<file path="src/rtl/core/ssfd_pkg.sv">
// Shared types and constants for the start/stop frame deframer.
// No dependencies; imported by every module in rtl/core.
package ssfd_pkg;

  localparam logic [7:0] START_BYTE   = 8'hFF;
  localparam logic [7:0] STOP_BYTE    = 8'hFE;
  localparam int unsigned MARKER_BIT  = 6;
  localparam logic [7:0] CMD_FRONT    = 8'd11;
  localparam logic [7:0] CMD_LEFT     = 8'd12;
  localparam logic [7:0] CMD_RIGHT    = 8'd13;

  localparam int unsigned RX_W  = 8;
  localparam int unsigned CMD_W = 8;
  localparam int unsigned VAL_W = 16;

  // Frame phase: idle, waiting for payload bytes 1..4, waiting for stop.
  typedef enum logic [2:0] {
    PH_IDLE = 3'd0,
    PH_B1   = 3'd1,
    PH_B2   = 3'd2,
    PH_B3   = 3'd3,
    PH_B4   = 3'd4,
    PH_STOP = 3'd5
  } phase_e;

  // Result item; command sits in the lowest bits when packed.
  typedef struct packed {
    logic [VAL_W-1:0] right_distance;
    logic [VAL_W-1:0] left_distance;
    logic [VAL_W-1:0] front_distance;
    logic [VAL_W-1:0] value;
    logic [CMD_W-1:0] command;
  } result_t;

  localparam int unsigned RES_W = $bits(result_t);

  // Input stage to frame engine.
  typedef struct packed {
    logic            valid;
    logic [RX_W-1:0] rx_byte;
  } in_item_t;

endpackage

</file>
<file path="src/rtl/core/start_stop_frame_deframer_top.sv">
// Top level of the start/stop framed byte deframer with sensor latches.
// Depends on ssfd_pkg, ssfd_in_reg, ssfd_core and ssfd_out_reg.
//
// Usage:
//   Slave channel: one received serial byte per item on s_axis_tdata_i.
//   Frames are 0xFF, cmd, b2, b3, b4, 0xFE. A 0xFF byte restarts capture
//   in any phase. A frame is emitted only on a good stop byte with bit 6
//   of b2 set; anything else is dropped silently.
//   Master channel: one item per good frame carrying the command, the
//   decoded 16-bit value and the front/left/right sensor registers after
//   this frame's update (commands 11/12/13 load them).
// Timing:
//   One byte per cycle sustained, unless a frame's result finds the output
//   register full. A byte is held in the input register and decoded from it
//   combinationally; a frame's result is registered in the output register.
// Reset:
//   rst_ni clears the phase to idle, the sensor registers to zero and
//   both stage valids; payload bytes are not reset.
// Stall:
//   While a result waits in the output register, bytes that finish no frame
//   keep flowing. A byte that completes a frame waits in the input register
//   until the output register is free, and the slave tready drops then.
module start_stop_frame_deframer_top (
  input  logic        clk_i,
  input  logic        rst_ni,
  input  logic        s_axis_tvalid_i,
  output logic        s_axis_tready_o,
  input  logic [7:0]  s_axis_tdata_i,   // [7:0] rx_byte
  output logic        m_axis_tvalid_o,
  input  logic        m_axis_tready_i,
  output logic [71:0] m_axis_tdata_o    // [7:0] command, [23:8] value,
                                        // [39:24] front_distance,
                                        // [55:40] left_distance,
                                        // [71:56] right_distance
);
  import ssfd_pkg::*;

  in_item_t item;
  result_t  result;
  logic     hit;
  logic     out_free;
  logic     step;

  // held byte moves on unless it makes a result that has nowhere to go
  assign step = item.valid && (!hit || out_free);

  ssfd_in_reg u_in_reg (
    .clk_i     (clk_i),
    .rst_ni    (rst_ni),
    .s_valid_i (s_axis_tvalid_i),
    .s_ready_o (s_axis_tready_o),
    .s_data_i  (s_axis_tdata_i),
    .take_i    (step),
    .item_o    (item)
  );

  ssfd_core u_core (
    .clk_i    (clk_i),
    .rst_ni   (rst_ni),
    .item_i   (item),
    .step_i   (step),
    .hit_o    (hit),
    .result_o (result)
  );

  ssfd_out_reg u_out_reg (
    .clk_i     (clk_i),
    .rst_ni    (rst_ni),
    .load_i    (step && hit),
    .result_i  (result),
    .free_o    (out_free),
    .m_valid_o (m_axis_tvalid_o),
    .m_ready_i (m_axis_tready_i),
    .m_data_o  (m_axis_tdata_o)
  );

endmodule

</file>
<file path="src/rtl/core/ssfd_in_reg.sv">
// Input register stage of the deframer.
// Depends on ssfd_pkg.
module ssfd_in_reg (
  input  logic               clk_i,
  input  logic               rst_ni,
  input  logic               s_valid_i,
  output logic               s_ready_o,
  input  logic [7:0]         s_data_i,
  input  logic               take_i,    // downstream consumes held item
  output ssfd_pkg::in_item_t item_o
);
  import ssfd_pkg::*;

  logic            valid_q, valid_d;
  logic [RX_W-1:0] data_q;
  logic            load;

  assign s_ready_o = !valid_q || take_i;
  assign load      = s_valid_i && s_ready_o;

  always_comb begin
    valid_d = valid_q;
    if (load) begin
      valid_d = 1'b1;
    end else if (take_i) begin
      valid_d = 1'b0;
    end
  end

  always_ff @(posedge clk_i or negedge rst_ni) begin
    if (!rst_ni) begin
      valid_q <= 1'b0;
    end else begin
      valid_q <= valid_d;
    end
  end

  always_ff @(posedge clk_i) begin
    if (load) begin
      data_q <= s_data_i;
    end
  end

  assign item_o.valid   = valid_q;
  assign item_o.rx_byte = data_q;

endmodule

</file>
<file path="src/rtl/core/ssfd_core.sv">
// Frame engine: phase tracking, payload capture, value decode, sensor latches.
// Depends on ssfd_pkg.
module ssfd_core (
  input  logic               clk_i,
  input  logic               rst_ni,
  input  ssfd_pkg::in_item_t item_i,
  input  logic               step_i,   // commit the held item this cycle
  output logic               hit_o,    // held item completes a good frame
  output ssfd_pkg::result_t  result_o
);
  import ssfd_pkg::*;

  phase_e           phase_q, phase_d;
  logic [RX_W-1:0]  pay_q [4];
  logic [VAL_W-1:0] front_q, front_d;
  logic [VAL_W-1:0] left_q, left_d;
  logic [VAL_W-1:0] right_q, right_d;
  logic [VAL_W-1:0] value;
  logic [RX_W-1:0]  b;
  logic             good;

  assign b = item_i.rx_byte;

  // byte4 | (byte3 & 0x3F) << 6 | (byte2 & 0x3F) << 12, kept to 16 bits
  assign value = {8'h00, pay_q[3]}
               | {4'h0, pay_q[2][5:0], 6'h00}
               | {pay_q[1][3:0], 12'h000};

  always_comb begin
    phase_d = PH_IDLE;
    good    = 1'b0;
    case (phase_q)
      PH_B1:   phase_d = PH_B2;
      PH_B2:   phase_d = PH_B3;
      PH_B3:   phase_d = PH_B4;
      PH_B4:   phase_d = PH_STOP;
      PH_STOP: good = (b == STOP_BYTE) && pay_q[1][MARKER_BIT];
      default: phase_d = PH_IDLE;
    endcase
    // start byte restarts capture from any phase
    if (b == START_BYTE) begin
      phase_d = PH_B1;
    end
  end

  assign hit_o = item_i.valid && good;

  always_comb begin
    front_d = front_q;
    left_d  = left_q;
    right_d = right_q;
    if (good) begin
      case (pay_q[0])
        CMD_FRONT: front_d = value;
        CMD_LEFT:  left_d  = value;
        CMD_RIGHT: right_d = value;
        default:   ;
      endcase
    end
  end

  assign result_o.command        = pay_q[0];
  assign result_o.value          = value;
  assign result_o.front_distance = front_d;
  assign result_o.left_distance  = left_d;
  assign result_o.right_distance = right_d;

  always_ff @(posedge clk_i or negedge rst_ni) begin
    if (!rst_ni) begin
      phase_q <= PH_IDLE;
      front_q <= '0;
      left_q  <= '0;
      right_q <= '0;
    end else if (step_i) begin
      phase_q <= phase_d;
      front_q <= front_d;
      left_q  <= left_d;
      right_q <= right_d;
    end
  end

  // payload store, written only in its own phase
  always_ff @(posedge clk_i) begin
    if (step_i) begin
      case (phase_q)
        PH_B1:   pay_q[0] <= b;
        PH_B2:   pay_q[1] <= b;
        PH_B3:   pay_q[2] <= b;
        PH_B4:   pay_q[3] <= b;
        default: ;
      endcase
    end
  end

endmodule

</file>
<file path="src/rtl/core/ssfd_out_reg.sv">
// Result register holding one item until the receiver takes it.
// Depends on ssfd_pkg.
module ssfd_out_reg (
  input  logic                       clk_i,
  input  logic                       rst_ni,
  input  logic                       load_i,
  input  ssfd_pkg::result_t          result_i,
  output logic                       free_o,   // may load this cycle
  output logic                       m_valid_o,
  input  logic                       m_ready_i,
  output logic [ssfd_pkg::RES_W-1:0] m_data_o
);
  import ssfd_pkg::*;

  logic    valid_q, valid_d;
  result_t data_q;

  assign free_o = !valid_q || m_ready_i;

  always_comb begin
    valid_d = valid_q;
    if (load_i) begin
      valid_d = 1'b1;
    end else if (m_ready_i) begin
      valid_d = 1'b0;
    end
  end

  always_ff @(posedge clk_i or negedge rst_ni) begin
    if (!rst_ni) begin
      valid_q <= 1'b0;
    end else begin
      valid_q <= valid_d;
    end
  end

  always_ff @(posedge clk_i) begin
    if (load_i) begin
      data_q <= result_i;
    end
  end

  assign m_valid_o = valid_q;
  assign m_data_o  = data_q;

endmodule

</file>
<file path="config.mk">
export PLATFORM = sky130hd
export DESIGN_NAME = start_stop_frame_deframer_top
export DESIGN_NICKNAME = d
export VERILOG_FILES = /design/src/rtl/core/ssfd_pkg.sv /design/src/rtl/core/start_stop_frame_deframer_top.sv /design/src/rtl/core/ssfd_in_reg.sv /design/src/rtl/core/ssfd_core.sv /design/src/rtl/core/ssfd_out_reg.sv
export SDC_FILE = /design/constraint.sdc
export NUM_CORES = 1
export LEC_CHECK = 0
export BUFFER_PORTS_ARGS = -buffer_cell sky130_fd_sc_hd__buf_2
export CAP_MARGIN = 30
export CORE_MARGIN = 2
export CORE_UTILIZATION = 44
export CTS_BUF_LIST = sky130_fd_sc_hd__clkbuf_4
export DETAILED_ROUTE_END_ITERATION = 7
export PLACE_DENSITY = 0.61
export SYNTH_ARGS = -nofsm -noshare
export SYNTH_HDL_FRONTEND = slang
export SYNTH_HIERARCHICAL = 1
export SYNTH_SLANG_ARGS = --single-unit
</file>
<file path="constraint.sdc">
create_clock -name clk_i -period 3.13 [get_ports clk_i]
set_input_delay 0.4695 -clock clk_i [delete_from_list [all_inputs] [get_ports clk_i]]
set_output_delay 0.4695 -clock clk_i [all_outputs]
set_load 0.02 [all_outputs]
</file>
* After elaboration in Yosys (flattened, before gate mapping) *
Memories as Yosys holds them, arrays and structs flattened.
Cells that the tools add are included.

storage, ports and cells
  memories kept = 1
  latch bits = 0
  flip-flop bits (word level) = 133
  bits in read-only memories = 0
  input bits = 12
  logic and storage cells = 75
  memory bits (writable) = 32

operators by class
  reduce and logical (&&, ||, !) cells = 16
  magnitude comparators = 0
  multiply operators = 0
  add/subtract/negate cells = 0
  multiplexer cells = 34
  bitwise gates (word level) = 2
  equality and inequality tests = 10
  shift operators = 0
  divide/modulo/power cells = 0

memory list
  name          depth  bits a word  read ports  clocked after Yosys merged registers in  wr ports  line             text
  u_core.pay_q  4      8            4           0                                        1         ssfd_core.sv:14  logic [RX_W-1:0] pay_q [4];

operators with widths
  kind                number
  $mux 16             6
  $eq 8x4->1 const B  3
  $mux 8              3
  $reduce_or 8->1     3
  $mux 1              20
  $eq 8x8->1 const B  2
  $or 16x16->16       1
  $or 8x12->12        1
  $pmux 3 s4          1
  $eq 3x2->1 const B  2
  $eq 3x3->1 const B  2
  $mux 2              3
  $logic_and 1x1->1   5
  $reduce_bool 2->1   2
  $eq 3x1->1 const B  1
  $logic_not 1->1     3
  $logic_or 1x1->1    3
  $mux 3              1

* Depth between registers and ports, before layout *
Gate-level depths: netlist of the first run.

  depth in word-level cells = 13
  mapped depth = 9

* By module *
The synthesis of the first run kept the hierarchy.

modules (own cells, without submodules)
  module                         instances  cells an instance  area an instance (µm²)
  ssfd_core                      1          245                3706.1
  ssfd_out_reg                   1          75                 2209.6
  ssfd_in_reg                    1          13                 301.5
  start_stop_frame_deframer_top  1          3                  18.8

* Least setup slack after synthesis of the first run *
Ideal clock, no wire load.

  path kind = register -> register
  start point = register u_core.phase_q[0]
  end point = memory u_core.pay_q[0][0] (enable)
  cell stages (with the launch flop) = 8
  arrival = 2156 ps
  path buffers = 2
  slack = 586 ps
  path through = dfrtp_1 buf_2 and4bb_4 and4_1 a21boi_1 clkbuf_1 nand2b_1 nor3b_1

between the ends
  longest elaborated chain between the ends = 12
  elaborated cells between the ends (all ways) = 31
  classes of those cells = eq/ne (5); mux (19); reduce/logical (7)

RTL lines
  element                                                                 line                                 text
  start, declared                                                         ssfd_core.sv:13                      phase_e phase_q, phase_d;
  start signal, assigned                                                  ssfd_core.sv:75                      phase_q <= phase_d;
  $eq 3x3->1 *                                                            ssfd_core.sv:32                      case (phase_q)
  $mux 1 *                                                                ssfd_core.sv:32
  $logic_and 1x1->1 *                                                     ssfd_core.sv:46                      assign hit_o = item_i.valid && good;
  named net hit                                                           start_stop_frame_deframer_top.sv:40  logic hit;
  $logic_not 1->1 *                                                       start_stop_frame_deframer_top.sv:45  assign step = item.valid && (!hit || out_free);
  $logic_or 1x1->1 *                                                      start_stop_frame_deframer_top.sv:45
  $logic_and 1x1->1 *                                                     start_stop_frame_deframer_top.sv:45
  named net step                                                          start_stop_frame_deframer_top.sv:42  logic step;
  $mux 1                                                                  ssfd_core.sv:84                      if (step_i) begin
  $mux 1 (not written as such)                                            ssfd_core.sv:87                      PH_B2: pay_q[1] <= b;
  $reduce_or 8->1 (no source line)                                        -
  $mux 2 (no source line) / $mux 1 (equally long branches) (3 in series)  -
  end, declared                                                           ssfd_core.sv:14

Mark *: on every way through the listed nets, which the timed path passes. The rest lies on a longest branch.

* Worst setup path in the final report of the first run *
  start point = register u_in_reg.data_q[2]
  end point = output port s_axis_tready_o

between the ends
  longest elaborated chain between the ends = 8

RTL lines
  element                 line                                 text
  start, declared         ssfd_in_reg.sv:15                    logic [RX_W-1:0] data_q;
  start signal, assigned  ssfd_in_reg.sv:40                    data_q <= s_data_i;
  $eq 8x8->1              ssfd_core.sv:37                      PH_STOP: good = (b == STOP_BYTE) && pay_q[1][MARKER_BIT];
  $logic_and 1x1->1       ssfd_core.sv:37
  $mux 1                  ssfd_core.sv:32
  $logic_and 1x1->1       ssfd_core.sv:46
  named net hit           start_stop_frame_deframer_top.sv:40
  $logic_not 1->1         start_stop_frame_deframer_top.sv:45
  $logic_or 1x1->1        start_stop_frame_deframer_top.sv:45
  $logic_and 1x1->1       start_stop_frame_deframer_top.sv:45
  named net step          start_stop_frame_deframer_top.sv:42
  $logic_or 1x1->1        ssfd_in_reg.sv:18                    assign s_ready_o = !valid_q || take_i;
  end, declared           start_stop_frame_deframer_top.sv:27  output logic s_axis_tready_o,

The timed path passes the listed nets, and every way through them passes these cells.

==> metrics.txt, run 1 <==
status=finished clean; Inst Count DP=586; crit share post-route=between 90 and 100%; setup TNS=0 ps; register area=4539 um2; compound-cell area share of the yosys netlist=0.6421%; Die Height=around 120 um; R2R setup slack=430 ps; Post-synth EDFFs=107; RSZ-0062 raised after global routing=no; final-layout fill cell count=~1,200; synth warn=6; Gate Count Post-Synth=between 300 and 400; CP Capture Type=output pin; H-tree levels=4; multi-input logic area=between 1000 and 1500 um2; layout cell share with drive strength beyond 1=54.21%; Power Total=3959 uW; most frequent cells in the layout=107 x edfxtp_1, 93 x mux2_2, 85 x buf_2, 53 x dfrtp_1, 19 x clkbuf_4; number of nets in the layout=438; Seq/Total Area, Yosys=72.79%; leading cell type in the layout, fill and taps excluded=edfxtp_1; leading post-synthesis cells by cell area=edfxtp_1 52%, dfrtp_1 21%, mux2_2 17%; antenna violations before repair=0; clk sinks=160; number of routed nets with antenna violations=0; fraction of registers with async set/reset=about a third; minimum clock period=between 2000 and 3000 ps; num rows=43; critical-path cell list=nand3_1 > nor2_2 > and4_1 > a21boi_1 > buf_4 > nand2b_4 > buf_2; WL/cell=between 15 and 20 um; type of the most critical hold path=in -> reg; vias in the first global route=3,038; Fmax=341.5 MHz; I/O pins=86; Hold WS=95.65 ps; Clk pin slew, worst setup/hold paths=between 100 and 150 ps; Via-to-Cell Ratio=around 5; critical path type=reg -> out; Max Slew Vio Count=0; CTS tree=done; area delta synth->final=14.31%; Die W=123.1 um; Post-Synth Adder-Cell Area=0%; Pre-antenna DRT Iters=4; Setup crit start kind=flop; CTS max path bufs=2; syn_nets=348; final wirelength=approximately 11,000 um; DP HPWL=7450 um; total grt overflow=0; Slew HR=around 49%; syn_area_per_cell=18.56 um2; Critical-path top delay cell=edfxtp_1; Tightest Pin Transition=between 700 and 800 ps; Worst Path Max Fanout=7; PortBufs=85; top cell type's share of synthesized area=between 50% and 60%; core area=around 14,000 um2; post-synthesis simple-gate area fraction=5.718%; peak supply drop=0.2763 mV; Synth Cell Area=between 6000 and 7000 um2; GP Congestion=0.8369; CP max stage delay=550 ps; fin util=51.35%; maxcap violations=0; Cell Count, Final, Fillers Out=between 600 and 700; area leader, netlist=edfxtp_1; # setup viols final=0; post-synthesis xor/xnor area fraction=0.1404%; largest net degree at the start of global routing=50; DR vias=3,104; main combinational cell family by area after synthesis=multiplexers; Worst Path Arrival=2460 ps; post-synth cell types=41; Remaining DRCs=0; flops & latches, synth=160; Leak=0.003267 uW; ys flop type=edfxtp_1; Initial Util=between 40 and 50%; final-report hold violation count=0; Root Buffer=clkbuf_4; All-Layer GR Usage=15.84%; CTS buffer count=17; post-synthesis mux area share=17.34%; number of diodes=0; global-route wire length before repair=17,040 um; Worst Path Required=2660 ps; initial DRC count=167; worst clock skew=14.38 ps; die area=approximately 15,000 um2; PD cells=555.4 nW/um2; worst-skew pair later-pin latency=540 ps
Yosys cell counts, types with 2 or more instances:
master and number:
edfxtp_1 107, or2_2 3, clkbuf_1 4, dfrtp_1 53, nand2b_4 2, nor3b_1 2
buf_2 6, nor2b_1 2, buf_4 16, nor3_1 3, nand2b_1 2, nor2_1 5
nand2_1 4, nand4_2 2, mux2_2 93, buf_6 3, mux2_1 3, inv_1 3
worst max-delay path, delay by kind of cell (launching register included):
family,cells,cell delay [ps]
AOI/OAI and AO/OA,1,340
buffers and inverters,2,390
DFF,1,550
and+or+nand+nor,4,650
kinds of logic (layout without fill, tap and decap cells):
logic type,after synthesis,count (layout)
muxes,96,96
and+or+nand+nor,41,41
AOI/OAI and AO/OA,6,6
DFF,160,160
xor gates and xnor gates,1,1
buffers and inverters,32,135
per-layer routing:
| metal | global-route usage (%) | vias to the layer above | share of wire, % |
|---|---|---|---|
| li1 | - | 1437 | - |
| met1 | 20.60 | 1556 | 42 |
| met2 | 24.86 | 97 | 50 |
| met3 | 4.474 | 14 | 5.5 |
| met4 | 7.173 | 0 | 1.8 |
| met5 | 0 | - | 0 |
flip-flops by register name (all words and copies together), names as in the netlist:
register,count
u_out_reg/m_data_o,72
u_core/front_q,16
u_core/pay_q,27
u_out_reg/m_valid_o,1
u_core/left_q,16
u_core/phase_q,3
u_in_reg/data_q,8
u_core/right_q,16
u_in_reg/valid_q,1
power by group:
group          internal [uW]  total [uW]  switching [uW]
sequential              2350        2460             111
clock                    641        1310             666
combinational           84.5         191             106
total                   3080        3960             883
stage by stage:
step                instance area [um2]  setup slack (ps)
floorplan                          6236             586.5
global placement                   6805             472.2
detailed placement                 6805             458.4
CTS                                7126             93.85
global route                       7128             66.41
finish                             7128             201.8
worst paths after layout:
path	start	to	depth (start not counted)
hold / removal	s_axis_tdata_i[6]	u_in_reg/data_q[6]	1
setup reg to reg	u_in_reg/data_q[2]	u_core/pay_q[2][0]	7
max in group asynchronous	rst_ni	u_core/front_q[1]	3
hold reg to reg	u_core/pay_q[0][3]	u_out_reg/m_data_o[3]	0
setup / recovery	u_in_reg/data_q[2]	s_axis_tready_o	7
min in group asynchronous	rst_ni	u_core/left_q[11]	2
timing repair:
item,4_1_cts,5_1_grt
hold endpoints to repair,18,0
endpoints found under the setup margin,0,1
hold buffers,1,0
gates resized for setup,0,1
buffers inserted,0,0
final cells by class:
| cell class | instances | share of cell area, % |
|---|---|---|
| tap | 180 | 3.160 |
| multi-input combinational | 144 | 20.89 |
| sequential | 160 | 63.68 |
| timing repair buffer | 100 | 7.758 |
| clock buffer | 19 | 2.001 |
| clock inverter | 13 | 2.352 |
| inverter | 3 | 0.1580 |
(Power assumes the default switching activity.)
==> run 2: changes to the inputs <==
--- a/config.mk
+++ b/config.mk
@@ -11,7 +11,6 @@
 export CORE_UTILIZATION = 44
 export CTS_BUF_LIST = sky130_fd_sc_hd__clkbuf_4
 export DETAILED_ROUTE_END_ITERATION = 7
-export PLACE_DENSITY = 0.61
 export SYNTH_ARGS = -nofsm -noshare
 export SYNTH_HDL_FRONTEND = slang
 export SYNTH_HIERARCHICAL = 1
==> run 2 against run 1 <==
  * Worst hold slack better by 2.4 ps
  * Core utilization shrank 0.28 points
  * Register-to-register slack improved by 70 ps
  * Global-route usage shrank 0.70 points
  * Clock power shrank 6%
  * Critical endpoint unchanged
  * Highest routed layer unchanged
==> metrics.txt, run 2 (synthesis results as in run 1) <==
status=finished clean; Via-to-Cell Ratio=4.969 (-0.91%); critical path type=reg -> out; CTS max path bufs=2 (unchanged); Setup crit start kind=flop; vias in the first global route=2,993 (-1.5%); largest net degree at the start of global routing=70 (+40%); Worst Hold Launch=s_axis_tdata_i[7]; RR Endpoint=u_core/right_q[15]; Pre-antenna DRT Iters=4 (unchanged); Hold EP=u_in_reg/data_q[7]; All-Layer GR Usage=15.14% (-0.70 points); Slew HR=51.62% (+3.1 points); die area=15,140 um2 (unchanged); Die W=123.1 um (unchanged); Cell Count, Final, Fillers Out=616 (-0.48%); CTS tree=done; max reg flops=72 (unchanged); R2R setup slack=500 ps (+70 ps); hold depth=1 (unchanged); minimum clock period=2860 ps (-68.31 ps); Worst Path Arrival=2390 ps (-70 ps); Worst Path Required=2660 ps (about the same); Clk pin slew, worst setup/hold paths=120 ps (about the same); antenna violations before repair=0 (unchanged); CP max stage delay=530 ps (-20 ps); final wirelength=10,650 um (-4.8%); PD cells=546.6 nW/um2 (-1.6%); num rows=43 (unchanged); RSZ-0062 raised after global routing=no; type of the most critical hold path=in -> reg; leading cell type in the layout, fill and taps excluded=edfxtp_1; clk sinks=160 (unchanged); I/O pins=86 (unchanged); final-report hold violation count=0 (unchanged); Root Buffer=clkbuf_4; Worst Path Max Fanout=10 (+3); Critical-path top delay cell=edfxtp_1; setup TNS=0 ps (unchanged); Reg2Reg Depth=7 (unchanged); H-tree levels=4 (unchanged); worst clock skew=16.28 ps (+1.903 ps); GP Congestion=0.8241 (-1.5%); global-route wire length before repair=16,430 um (-3.6%); WL/cell=17.28 um (-4.3%); total grt overflow=0 (unchanged); Max Slew Vio Count=0 (unchanged); PortBufs=85 (unchanged); area delta synth->final=13.68%; core area=13,880 um2 (unchanged); layout cell share with drive strength beyond 1=54.13% (-0.086 points); DP HPWL=7062 um (-5.2%); critical-path cell list=nand3_1 > nor2_1 > and4_1 > a21boi_2 > nand2b_4 > buf_2; DR vias=3,061 (-1.4%); # setup viols final=0 (unchanged); worst-skew pair later-pin latency=540 ps (about the same); maxcap violations=0 (unchanged); Remaining DRCs=0 (unchanged); Die Height=123.1 um (unchanged); number of diodes=0 (unchanged); Inst Count DP=583 (-0.51%); Initial Util=44.93% (unchanged); Leak=0.003234 uW (-1.0%); Fmax=349.7 MHz (+2.4%); crit share post-route=91.37% (-2.2 points); CTS buffer count=17 (unchanged); Tightest Pin Transition=723.1 ps (-46.52 ps); initial DRC count=160 (-4.2%); most frequent cells in the layout=107 x edfxtp_1, 93 x mux2_2, 85 x buf_2, 53 x dfrtp_1, 20 x clkbuf_4; peak supply drop=0.2987 mV (+8.1%); CP Capture Type=output pin; Critical R2R Launch=u_in_reg/data_q[2]; number of nets in the layout=435 (-0.68%); number of routed nets with antenna violations=0 (unchanged)
[run 2: changes by cell type in the layout (fill, tap and decap cells not counted), sizes merged]
| cell | before | now |
|---|---|---|
| clkbuf | 19 | 20 |
| bufinv | 4 | 3 |
| clkinvlp | 0 | 3 |
| clkinv | 8 | 6 |
| inv | 4 | 3 |
| buf | 99 | 96 |
[run 2: through the flow]
step                hold slack [ps]  power (uW)  utilization (%)  cell area [um2]  setup WS, ps
floorplan                     173.9        2632                -             6236         586.5
global placement              410.1        2682            48.86             6783         467.6
CTS                           36.41        3926            51.07             7089         197.2
finish                        98.09        3875            51.07             7089         270.1
detailed placement            420.5        2691            48.86             6783         334.1
global route                  28.97        4046            51.07             7089         127.2
[run 2: routing by layer]
metal	vias to the layer above	wire length, um	global-route usage [%]	share of wire, %
met5	-	0	0	0
li1	1425	-	-	-
met4	0	234	7.315	2.2
met1	1535	4728	19.89	44
met2	82	5154	23.24	48
met3	19	530	4.336	5.0
[run 2: worst max-delay path by stage]
stage,endpoint,depth (start not counted),start,slack [ps]
after global routing,s_axis_tready_o,6,u_in_reg/data_q[2],130
after floorplan,u_core/pay_q[0][0],7,u_core/phase_q[0],590
after global placement,u_core/right_q[12],6,u_in_reg/data_q[0],470
after CTS,s_axis_tready_o,6,u_in_reg/data_q[2],200
after detailed placement,u_core/right_q[2],7,u_in_reg/data_q[2],330
final,s_axis_tready_o,6,u_in_reg/data_q[2],270
[run 2: layout make-up]
type                            count  area, um2
Tap cell                          180      225.2
Clock inverter                     12      142.6
Clock buffer                       20      150.1
Sequential cell                   160       4539
Fill cell                        1190       6792
Multi-Input combinational cell    144       1490
Inverter                            3      11.26
Timing Repair Buffer               97      530.5
[run 2: power breakdown]
| group | switching, uW | total (uW) | internal (uW) |
|---|---|---|---|
| clock | 660 | 1230 | 570 |
| sequential | 111 | 2460 | 2350 |
| combinational | 105 | 183 | 77.9 |
[run 2: what timing repair did]
item | 4_1_cts | 5_1_grt
buffers inserted | 0 | 0
gates resized for setup | 1 | 0
hold endpoints to repair | 13 | 0
hold buffers | 1 | 0
endpoints found under the setup margin | 1 | 0
[run 2: worst max-delay path, delay by kind of cell (launching register included)]
family,cells,cell delay [ps]
AO/OA/AOI/OAI,1,390
buffers and inverters,1,160
AND/OR/NAND/NOR,4,780
flip-flops,1,530
